[config.mk]
export PLATFORM = sky130hd
export DESIGN_NAME = mp2d_pos
export DESIGN_NICKNAME = d
export VERILOG_FILES = /design/src/design/mp2d_pkg.sv /design/src/design/mp2d_pos.sv
export SDC_FILE = /design/constraint.sdc
export NUM_CORES = 1
export LEC_CHECK = 0
export ABC_CLOCK_PERIOD_IN_PS = 5850
export BUFFER_PORTS_ARGS = -buffer_cell sky130_fd_sc_hd__buf_2
export CAP_MARGIN = 20
export CORE_MARGIN = 10
export CORE_UTILIZATION = 30
export CTS_CLUSTER_DIAMETER = 30
export DETAILED_ROUTE_END_ITERATION = 6
export MAX_ROUTING_LAYER = met4
export SLEW_MARGIN = 25
export SYNTH_ARGS = -nofsm -noshare
export SYNTH_HDL_FRONTEND = slang
export SYNTH_SLANG_ARGS = --single-unit
[constraint.sdc]
create_clock -name clk -period 5.85 [get_ports clk]
set_clock_uncertainty 0.15 [all_clocks]
set_input_delay 0.585 -clock clk [delete_from_list [all_inputs] [get_ports clk]]
set_output_delay 0.585 -clock clk [all_outputs]
set_load 0.02 [all_outputs]
[src/design/mp2d_pkg.sv]
// mp2d_pkg: shared constants and types for the max_pooling_2d block.
// No dependencies; compiled first.
`timescale 1ns / 1ps

package mp2d_pkg;

	localparam int IN_WIDTH_W  = 11;
	localparam int IN_HEIGHT_W = 13;
	localparam int POOL_W      = 4;
	localparam int CFG_DATA_W  = 13;
	localparam int CFG_IDX_W   = 2;

	localparam int MAX_HEIGHT = 4096;
	localparam int MAX_POOL   = 8;
	localparam int ROW_W      = 12;
	localparam int OFS_W      = 3;

	localparam logic [CFG_IDX_W-1:0] REG_IN_WIDTH  = 2'd0;
	localparam logic [CFG_IDX_W-1:0] REG_IN_HEIGHT = 2'd1;
	localparam logic [CFG_IDX_W-1:0] REG_POOL_SIZE = 2'd2;

	localparam logic [IN_WIDTH_W-1:0]  RST_IN_WIDTH  = 11'd1024;
	localparam logic [IN_HEIGHT_W-1:0] RST_IN_HEIGHT = 13'd1024;
	localparam logic [POOL_W-1:0]      RST_POOL_SIZE = 4'd2;

	// per-beat op flags from position tracker to row store
	typedef struct packed {
		logic active;
		logic init;
		logic emit;
		logic last;
	} op_t;

endpackage

[src/design/mp2d_pos.sv]
// mp2d_pos: configuration registers and raster position tracking.
// Produces the row-store address and op flags for each accepted beat. Uses mp2d_pkg.
`timescale 1ns / 1ps

module mp2d_pos #(
	parameter int MAX_WIDTH = 1024,
	parameter int CW        = $clog2(MAX_WIDTH)
) (
	input  logic                               clk,
	input  logic                               arst_n,
	input  logic                               cfg_we,
	input  logic [mp2d_pkg::CFG_IDX_W-1:0]     cfg_index,
	input  logic [mp2d_pkg::CFG_DATA_W-1:0]    cfg_data,
	input  logic                               accept,
	input  logic                               first_of_map,
	output mp2d_pkg::op_t                      op,
	output logic [CW-1:0]                      addr
);

	localparam int RW = mp2d_pkg::ROW_W;
	localparam int OW = mp2d_pkg::OFS_W;

	logic [mp2d_pkg::IN_WIDTH_W-1:0]  in_width_q;
	logic [mp2d_pkg::IN_HEIGHT_W-1:0] in_height_q;
	logic [mp2d_pkg::POOL_W-1:0]      pool_size_q;

	logic [CW-1:0] col_q, cstart_q, oc_q;
	logic [RW-1:0] row_q, rstart_q;
	logic [OW-1:0] wc_q, wr_q;

	logic [CW:0]   w_eff;
	logic [RW:0]   h_eff;
	logic [mp2d_pkg::POOL_W-1:0] p_eff;

	logic [CW-1:0] col_c, cstart_c, oc_c;
	logic [RW-1:0] row_c, rstart_c;
	logic [OW-1:0] wc_c, wr_c;

	logic [CW+1:0] cfit_sum, clast_sum;
	logic [RW+1:0] rfit_sum, rlast_sum;
	logic          col_fit, row_fit, col_lastwin, row_lastwin;
	logic          wc_end, wr_end;

	always_comb begin
		if (in_width_q == '0) begin
			w_eff = (CW+1)'(1);
		end else if ({3'b0, in_width_q} > 14'(MAX_WIDTH)) begin
			w_eff = (CW+1)'(MAX_WIDTH);
		end else begin
			w_eff = (CW+1)'(in_width_q);
		end
		if (in_height_q == '0) begin
			h_eff = (RW+1)'(1);
		end else if (in_height_q > (RW+1)'(mp2d_pkg::MAX_HEIGHT)) begin
			h_eff = (RW+1)'(mp2d_pkg::MAX_HEIGHT);
		end else begin
			h_eff = in_height_q;
		end
		if (pool_size_q == '0) begin
			p_eff = 4'd1;
		end else if (pool_size_q > 4'(mp2d_pkg::MAX_POOL)) begin
			p_eff = 4'(mp2d_pkg::MAX_POOL);
		end else begin
			p_eff = pool_size_q;
		end
	end

	// first_of_map restarts before the beat is taken in
	always_comb begin
		col_c    = first_of_map ? '0 : col_q;
		cstart_c = first_of_map ? '0 : cstart_q;
		oc_c     = first_of_map ? '0 : oc_q;
		row_c    = first_of_map ? '0 : row_q;
		rstart_c = first_of_map ? '0 : rstart_q;
		wc_c     = first_of_map ? '0 : wc_q;
		wr_c     = first_of_map ? '0 : wr_q;
	end

	// window fits when start + p <= extent; last window when start + 2p > extent
	always_comb begin
		cfit_sum    = (CW+2)'(cstart_c) + (CW+2)'(p_eff);
		clast_sum   = cfit_sum + (CW+2)'(p_eff);
		rfit_sum    = (RW+2)'(rstart_c) + (RW+2)'(p_eff);
		rlast_sum   = rfit_sum + (RW+2)'(p_eff);
		col_fit     = cfit_sum <= (CW+2)'(w_eff);
		row_fit     = rfit_sum <= (RW+2)'(h_eff);
		col_lastwin = clast_sum > (CW+2)'(w_eff);
		row_lastwin = rlast_sum > (RW+2)'(h_eff);
		wc_end      = ({1'b0, wc_c} + 4'd1) >= p_eff;
		wr_end      = ({1'b0, wr_c} + 4'd1) >= p_eff;
		op.active   = col_fit && row_fit;
		op.init     = (wc_c == '0) && (wr_c == '0);
		op.emit     = op.active && wc_end && wr_end;
		op.last     = op.emit && col_lastwin && row_lastwin;
		addr        = oc_c;
	end

	always_ff @(posedge clk or negedge arst_n) begin
		if (!arst_n) begin
			in_width_q  <= mp2d_pkg::RST_IN_WIDTH;
			in_height_q <= mp2d_pkg::RST_IN_HEIGHT;
			pool_size_q <= mp2d_pkg::RST_POOL_SIZE;
			col_q       <= '0;
			cstart_q    <= '0;
			oc_q        <= '0;
			row_q       <= '0;
			rstart_q    <= '0;
			wc_q        <= '0;
			wr_q        <= '0;
		end else if (cfg_we) begin
			case (cfg_index)
				mp2d_pkg::REG_IN_WIDTH: begin
					in_width_q <= cfg_data[mp2d_pkg::IN_WIDTH_W-1:0];
				end
				mp2d_pkg::REG_IN_HEIGHT: begin
					in_height_q <= cfg_data;
				end
				mp2d_pkg::REG_POOL_SIZE: begin
					pool_size_q <= cfg_data[mp2d_pkg::POOL_W-1:0];
				end
				default: begin
				end
			endcase
			if (cfg_index == mp2d_pkg::REG_IN_WIDTH || cfg_index == mp2d_pkg::REG_IN_HEIGHT ||
			    cfg_index == mp2d_pkg::REG_POOL_SIZE) begin
				col_q    <= '0;
				cstart_q <= '0;
				oc_q     <= '0;
				row_q    <= '0;
				rstart_q <= '0;
				wc_q     <= '0;
				wr_q     <= '0;
			end
		end else if (accept) begin
			if ((CW+1)'(col_c) + (CW+1)'(1) >= w_eff) begin
				col_q    <= '0;
				cstart_q <= '0;
				oc_q     <= '0;
				wc_q     <= '0;
				if ((RW+1)'(row_c) + (RW+1)'(1) >= h_eff) begin
					row_q    <= '0;
					rstart_q <= '0;
					wr_q     <= '0;
				end else begin
					row_q <= row_c + RW'(1);
					if (wr_end) begin
						wr_q     <= '0;
						rstart_q <= rstart_c + RW'(p_eff);
					end else begin
						wr_q     <= wr_c + OW'(1);
						rstart_q <= rstart_c;
					end
				end
			end else begin
				col_q    <= col_c + CW'(1);
				row_q    <= row_c;
				rstart_q <= rstart_c;
				wr_q     <= wr_c;
				if (wc_end) begin
					wc_q     <= '0;
					oc_q     <= oc_c + CW'(1);
					cstart_q <= cstart_c + CW'(p_eff);
				end else begin
					wc_q     <= wc_c + OW'(1);
					oc_q     <= oc_c;
					cstart_q <= cstart_c;
				end
			end
		end
	end

endmodule

After elaboration in Yosys (flattened, before gate mapping)

Cells that the tools add are included.
Widths: inputs -> output; s select.

Reduce and logical (&&, ||, !) cells: 19
Add/subtract/negate cells: 15
Mux-type cells: 45
Eq/ne operators: 3
Magnitude comparators: 11

Operator list:

| kind                  | number |
|---|---|
| $mux 10               | 15 |
| $mux 12               | 12 |
| $mux 3                | 12 |
| $mux 13               | 2 |
| $mux 11               | 2 |
| $add 10x1->10 const B | 2 |
| $add 13x4->14         | 1 |
| $gt 14x13->1          | 1 |
| $add 12x1->13 const B | 1 |
| $add 12x4->13         | 1 |
| $ge 13x13->1          | 1 |
| $gt 13x13->1 const B  | 1 |
| $le 13x13->1          | 1 |
| $logic_not 13->1      | 1 |
| $add 11x4->12         | 1 |
| $add 12x1->12 const B | 1 |
| $add 12x4->12         | 1 |
| $gt 12x11->1          | 1 |
| $add 10x1->11 const B | 1 |
| $add 10x4->11         | 1 |
| $ge 11x11->1          | 1 |
| $gt 11x11->1 const B  | 1 |
| $le 11x11->1          | 1 |
| $logic_not 11->1      | 1 |
| 16 further kinds      | 30 |

Output and inout port bits: 14
Word-level logic and storage cells: 103
Input bits: 20
Bits in registers: 88

Logic depth before layout (Yosys ltp)

Gate-level depths: netlist of the first run.

Word-level depth: 10
Mapped depth: 23
Depth with buffers taken out: 20

Worst setup path after synthesis of the first run

OpenSTA, ideal clock, no wires.

Path type: input port to output port
Start: input port first_of_map
End: output port op[0] (netlist bit)
Setup slack: -0.278 ns
Arrival: 5.393 ns
Path buffers: 6
Data required time: 5.115 ns
Cell stages on the path: 22
Path through: buf_6 -> buf_2 -> buf_1 -> clkbuf_1 -> buf_1 -> clkbuf_1 -> nor2b_1 -> ha_1 -> nand4b_1 -> o211ai_1 -> nand4_1 -> a21oi_1 -> nor4b_2 -> nand2_1 -> xnor2_1 -> ha_1 -> o21ai_0 -> nor2_1 -> o211ai_1 -> o21ai_0 -> o2111ai_1 -> nor4_1

RTL lines:

| what            | RTL line       | source |
|---|---|---|
| start, declared | mp2d_pos.sv:15 | `input logic first_of_map,` |
| end, declared   | mp2d_pos.sv:16 | `output mp2d_pkg::op_t op,` |

==> run_results.csv, run 1 <==
group,metric,value,unit
timing,timing.final.crit_share,0.960,
critical_path,cp.required,5.12,ns
critical_path,path_class,"reg -> out",
logic_synthesis,ys_seq_area_frac,0.291,
grt,gr-total-overflow,0,
critical_path,slowest_stage,"dfrtp_2",
placement,placedCellCount,1193,
placement,routabilityCongestion,0.914,
cts,root_buffer,"clkbuf_16",
critical_path,crit_start,"pool_size_q[3]",
floorplan,die_area,0.0320,sq mm
logic_synthesis,syn_area_per_cell,9.01,sq um
grt,antenna_found_initial,0,
logic_synthesis,ys_top_cells_by_area,"dfrtp_1 28%, ha_1 16%, a22o_1 4.7%, xnor2_1 4.6%, nand2_1 4.6%",
logic_synthesis,synth_top_area_cell,"dfrtp_1",
pwr,vdd_ir_drop_max,0.143,mV
detailed_routing,wire_per_inst,17.1,um
logic_synthesis,ys_async_sr_fraction,1.00,
logic_synthesis,synth_warnings,0,
critical_path,end_kind,"primary output",
logic_synthesis,syn_area,0.00758,sq mm
grt,grt_pass1_wl,33.2,mm
detailed_routing,first_iter_violations,449,
logic_synthesis,synth_edf_count,0,
final_layout,diodes,0,
cts,htreeDepth,3,
final_layout,drive_above_1_share,0.142,
placement,dp_hpwl,16.0,mm
pwr,p_leak,3.88,nW
floorplan,io_pins,34,
critical_path,path_cells,"inv_1 -> nand2_1 -> inv_1 -> ha_1 -> nand2b_1 -> nand2_1 -> maj3_1 -> xnor2_4 -> o211ai_1 -> nand3b_1 -> xnor2_1 -> ha_1 -> a21o_1 -> a21o_1 -> a21oi_1 -> o21ai_0 -> a311oi_2 -> nor4_4 -> buf_4",
logic_synthesis,ys.flop_type,"dfrtp_1",
timing,slew_headroom,0.458,
pwr,power-per-cell-area,237,mW/mm^2
logic_synthesis,yosysMostFrequentCell,"ha_1",
detailed_routing,via_count,6392,
critical_path,path_max_fanout,12,
cts,path_clk_slew,0.08,ns
logic_synthesis,syn_nets,961,
logic_synthesis,synth_top_area_share,0.281,
critical_path,cp-start-kind,"register",
critical_path,critical-path-max-stage-delay,0.50,ns
timing,clock.fmax,178,MHz
timing,tns,0,ns
final_layout,synthToLayoutAreaGrowth,13.1,%
detailed_routing,drc,0,
detailed_routing,dr.pass1.iters,5,
cts,tritoncts,"done",
detailed_routing,drt-total-wl,20.7,mm
critical_path,path_buf_inv,3,
placement,io_buffers,33,
floorplan,die_x,179,um
timing,drv_slew,0,
grt,grt_max_degree,46,
run,drv_cap,0,
logic_synthesis,syn_inst,841,
cts,cts.path.max_buffers,2,
floorplan,initial_core_util,0.303,
detailed_routing,viasPerCell,5.28,
timing,period_needed,5.62,ns
critical_path,worst_r2r_startpoint,"col_q[0]",
logic_synthesis,synth_common_cells,"96 x ha_1, 92 x nand2_1, 85 x dfrtp_1, 62 x nor2_1, 41 x a22o_1",
critical_path,crit_family,"compound AO/OA/AOI/OAI gates",
timing,rsz0062_at_grt,"no",
detailed_routing,ant_nets,0,
cts,cts_sinks,88,
floorplan,core-area,0.0250,sq mm
status,status,"finished clean",
hold_path,hold_path_class,"in -> async",
final_layout,fin_cells,1210,
timing,hold_viol_final,0,
logic_synthesis,ys_ff_latch,88,
grt,grt_use_total,0.134,
critical_path,worst_ep_arrival_time,4.88,ns
timing,worst_pin_slew,0.807,ns
floorplan,rows,58,
grt,grt_pass1_vias,6384,
floorplan,die_h,179,um
cts,clkLatencyLatePin,0.36,ns
cts,numCtsBuffers,9,
timing,setup_viol,0,
logic_synthesis,yosys.cell_types.count,72,
final_layout,nets,995,
[state kept, by name, summed over array words and instances (netlist names)]
signal       cells
col_q           10
wr_q             3
oc_q            10
cstart_q        10
wc_q             3
in_width_q      11
pool_size_q      4
rstart_q        12
row_q           12
in_height_q     13
[placed cells by master (no fill, tap or decap), types with 6 or more instances in the layout]
cell,Yosys,final
ha_1,96,96
nand2_1,92,92
dfrtp_1,85,84
nor2_1,62,61
a22o_1,41,41
xnor2_1,40,39
inv_1,38,38
nor2b_1,32,32
o21ai_0,32,31
buf_2,3,31
a21oi_1,29,29
nand3_1,27,27
mux2_2,27,27
buf_4,0,21
xor2_1,19,19
a21o_1,19,19
nand4_1,18,18
nor4_1,14,11
a211oi_1,9,9
nor3_1,9,9
clkbuf_16,0,9
nand2b_1,8,8
nand3b_1,8,8
o21a_1,7,7
or3_1,6,6
o211ai_1,6,6
a31oi_1,6,6
[timing repair]
action                     in CTS  in global routing
setup buffers                   0                  1
setup endpoints to repair       0                  3
resized for setup               0                 11
hold buffers                    0                  0
[layer usage]
| layer | track usage | wire length [um] | vias to the layer above |
|---|---|---|---|
| li1 | - | - | 3161 |
| met4 | 0.0362 | 329 | 0 |
| met3 | 0.0196 | 506 | 20 |
| met2 | 0.229 | 10400 | 86 |
| met5 | - | 0 | - |
| met1 | 0.160 | 9430 | 3125 |
[stage by stage]
| stage | hold slack, ns | utilization | power, mW | setup WS (ns) | instance area (sq um) |
|---|---|---|---|---|---|
| after floorplan | 0.139 | - | 1.18 | 0.0527 | 7600 |
| after global placement | 0.303 | 0.327 | 1.38 | 0.373 | 8190 |
| after detailed placement | 0.312 | 0.327 | 1.39 | 0.377 | 8190 |
| after CTS | 0.122 | 0.340 | 2.05 | 0.0692 | 8520 |
| after global routing | 0.150 | 0.342 | 2.17 | 0.000838 | 8570 |
| final | 0.102 | 0.342 | 2.04 | 0.234 | 8570 |
[report_power, final]
part           total [mW]  leakage (nW)  internal [mW]  switching (mW)
registers           0.698          1.16          0.656          0.0418
clock network       0.648         0.161          0.380           0.268
logic               0.690          2.56          0.272           0.419
[logic make-up (layout without fill, tap and decap cells)]
logic type / after synthesis / count (layout) / share of synthesized area
AO/OA/AOI/OAI: 190 / 190 / 0.182
XOR/XNOR: 60 / 60 / 0.0718
adder cells (fa/ha/maj): 103 / 103 / 0.173
buffers and inverters: 68 / 107 / 0.0352
flip-flops: 88 / 88 / 0.291
multiplexers: 30 / 30 / 0.0441
AND/OR/NAND/NOR: 302 / 302 / 0.203
[final timing paths]
check	end	slack [ns]	depth (start not counted)
max	op[0]	0.23	19
min	oc_q[6]	0.10	1
max reg2reg	rstart_q[3]	1.59	13
min reg2reg	oc_q[5]	0.33	1
max in group asynchronous	pool_size_q[0]	4.41	2
min in group clk	in_height_q[11]	0.31	2
[final cells by class]
| cell class | count | area [sq um] |
|---|---|---|
| clock buffer | 9 | 225 |
| clock inverter | 7 | 100 |
| fill | 2585 | 16500 |
| inverter | 39 | 146 |
| multi-input combinational | 685 | 5170 |
| sequential | 88 | 2210 |
| tap | 330 | 413 |
| timing repair buffer | 52 | 313 |
Power figures use the tool's default switching activity.
==> run 2: changes to the inputs <==
MAX_ROUTING_LAYER = not set   (was met4)
==> run 2 against run 1 <==
First-iteration DRC count increased by 2.7%. Via count about the same. Non-clock buffer count unchanged. Global-route usage decreased by 0.37 points. Hold slack about the same. Critical path depth unchanged. Final area unchanged. Worst setup slack improved by 0.019 ns. Flip-flop and latch count unchanged. Total power about the same. Final cell count unchanged. Maximum frequency increased by 0.33%.
==> run_results.csv, run 2 (synthesis gave the netlist of run 1 again) <==
group,metric,value,unit
pwr,vdd_ir_drop_max,0.143,mV
critical_path,crit_family,"compound AO/OA/AOI/OAI gates",
cts,cts.path.max_buffers,2,
final_layout,synthToLayoutAreaGrowth,13.1,%
critical_path,cp.required,5.12,ns
timing,timing.final.crit_share,0.957,
critical_path,crit_start,"pool_size_q[3]",
grt,grt_pass1_wl,33.2,mm
critical_path,path_class,"reg -> out",
detailed_routing,wire_per_inst,17.1,um
run,drv_cap,0,
critical_path,cp-start-kind,"register",
hold_path,hold_path_class,"in -> async",
detailed_routing,dr.pass1.iters,5,
final_layout,mostFrequentLayoutCells,"96 x ha_1, 92 x nand2_1, 84 x dfrtp_1",
cts,clkLatencyLatePin,0.36,ns
critical_path,path_max_fanout,12,
timing,hold_slack,0.102,ns
floorplan,io_pins,34,
final_layout,diodes,0,
timing,slew_headroom,0.447,
floorplan,die_area,0.0320,sq mm
detailed_routing,ant_nets,0,
timing,hold_viol_final,0,
timing,clock.fmax,179,MHz
detailed_routing,first_iter_violations,461,
timing,rsz0062_at_grt,"no",
grt,grt_max_degree,46,
final_layout,nets,995,
cts,numCtsBuffers,9,
critical_path,worst_r2r_startpoint,"col_q[0]",
pwr,p_leak,3.88,nW
cts,root_buffer,"clkbuf_16",
final_layout,reg_top3,"in_height_q x13, row_q x12, rstart_q x12",
floorplan,die_x,179,um
pwr,power-per-cell-area,237,mW/mm^2
detailed_routing,via_count,6393,
timing,worst_pin_slew,0.823,ns
critical_path,reg2reg_depth,13,
floorplan,die_h,179,um
critical_path,slowest_stage,"dfrtp_2",
critical_path,path_cells,"inv_1 -> nand2_1 -> inv_1 -> ha_1 -> nand2b_1 -> nand2_1 -> maj3_1 -> xnor2_4 -> o211ai_1 -> nand3b_1 -> xnor2_1 -> ha_1 -> a21o_1 -> a21o_1 -> a21oi_1 -> o21ai_0 -> a311oi_2 -> nor4_4 -> buf_4",
floorplan,initial_core_util,0.303,
timing,tns,0,ns
final_layout,drive_above_1_share,0.142,
final_layout,final_common_cell,"ha_1",
cts,htreeDepth,3,
placement,routabilityCongestion,0.900,
placement,dp_hpwl,16.0,mm
grt,grt_use_total,0.130,
critical_path,worst_ep_arrival_time,4.86,ns
cts,tritoncts,"done",
detailed_routing,drc,0,
grt,gr-total-overflow,0,
final_layout,largest_register_ffs,13,
placement,io_buffers,33,
status,status,"finished clean",
final_layout,regMostFlops,"in_height_q",
final_layout,fillers,2585,
cts,cts_sinks,88,
critical_path,r2r_slack,1.59,ns
timing,setup_viol,0,
critical_path,rr_endpoint,"rstart_q[3]",
timing,drv_slew,0,
detailed_routing,drt-total-wl,20.6,mm
critical_path,path_buf_inv,3,
timing,period_needed,5.60,ns
floorplan,core-area,0.0250,sq mm
grt,antenna_found_initial,0,
critical_path,end_kind,"primary output",
detailed_routing,viasPerCell,5.28,
cts,path_clk_slew,0.07,ns
floorplan,rows,58,
critical_path,critical-path-max-stage-delay,0.50,ns
grt,grt_pass1_vias,6386,
run 2: cell counts in the layout (fill, tap and decap cells not counted):
No cell type changed its count.
run 2: per-stage QoR:
stage / std cells / power (mW) / util / cell area [sq um] / setup slack (ns)
final: 1210 / 2.04 / 0.342 / 8570 / 0.252
after CTS: 1209 / 2.05 / 0.340 / 8520 / 0.0692
after floorplan: 841 / 1.18 / - / 7600 / 0.0527
after global routing: 1210 / 2.17 / 0.342 / 8570 / 0.000851
after global placement: 1193 / 1.38 / 0.327 / 8190 / 0.373
after detailed placement: 1193 / 1.39 / 0.327 / 8190 / 0.377
run 2: worst max path at each step:
stage | slack (ns) | cells past startpoint | endpoint
global route | 0.0009 | 21 | op[0]
finish | 0.25 | 19 | op[0]
floorplan | 0.05 | 23 | op[0]
detailed placement | 0.38 | 17 | op[0]
global placement | 0.37 | 17 | op[0]
CTS | 0.07 | 18 | op[0]
run 2: cell type report:
type                       count  area, sq um  area share
timing repair buffer          52          313      0.0365
inverter                      39          146      0.0171
clock buffer                   9          225      0.0263
tap                          330          413      0.0482
sequential                    88         2210       0.257
clock inverter                 7          100      0.0117
multi-input combinational    685         5170       0.603
run 2: what timing repair did:
item / CTS / global route
resized for setup: 0 / 11
hold buffers: 0 / 0
setup buffers: 0 / 1
setup endpoints to repair: 0 / 3
run 2: power by group:
part / internal [mW] / switching [mW]
logic: 0.272 / 0.419
registers: 0.656 / 0.0417
clock network: 0.380 / 0.268
total: 1.31 / 0.728
run 2: per-layer routing:
layer	share of wire	vias to the layer above	GRT usage
met2	0.50	77	0.229
li1	-	3157	-
met5	0	-	0
met4	0.017	0	0.0362
met1	0.46	3138	0.159
met3	0.024	21	0.0209
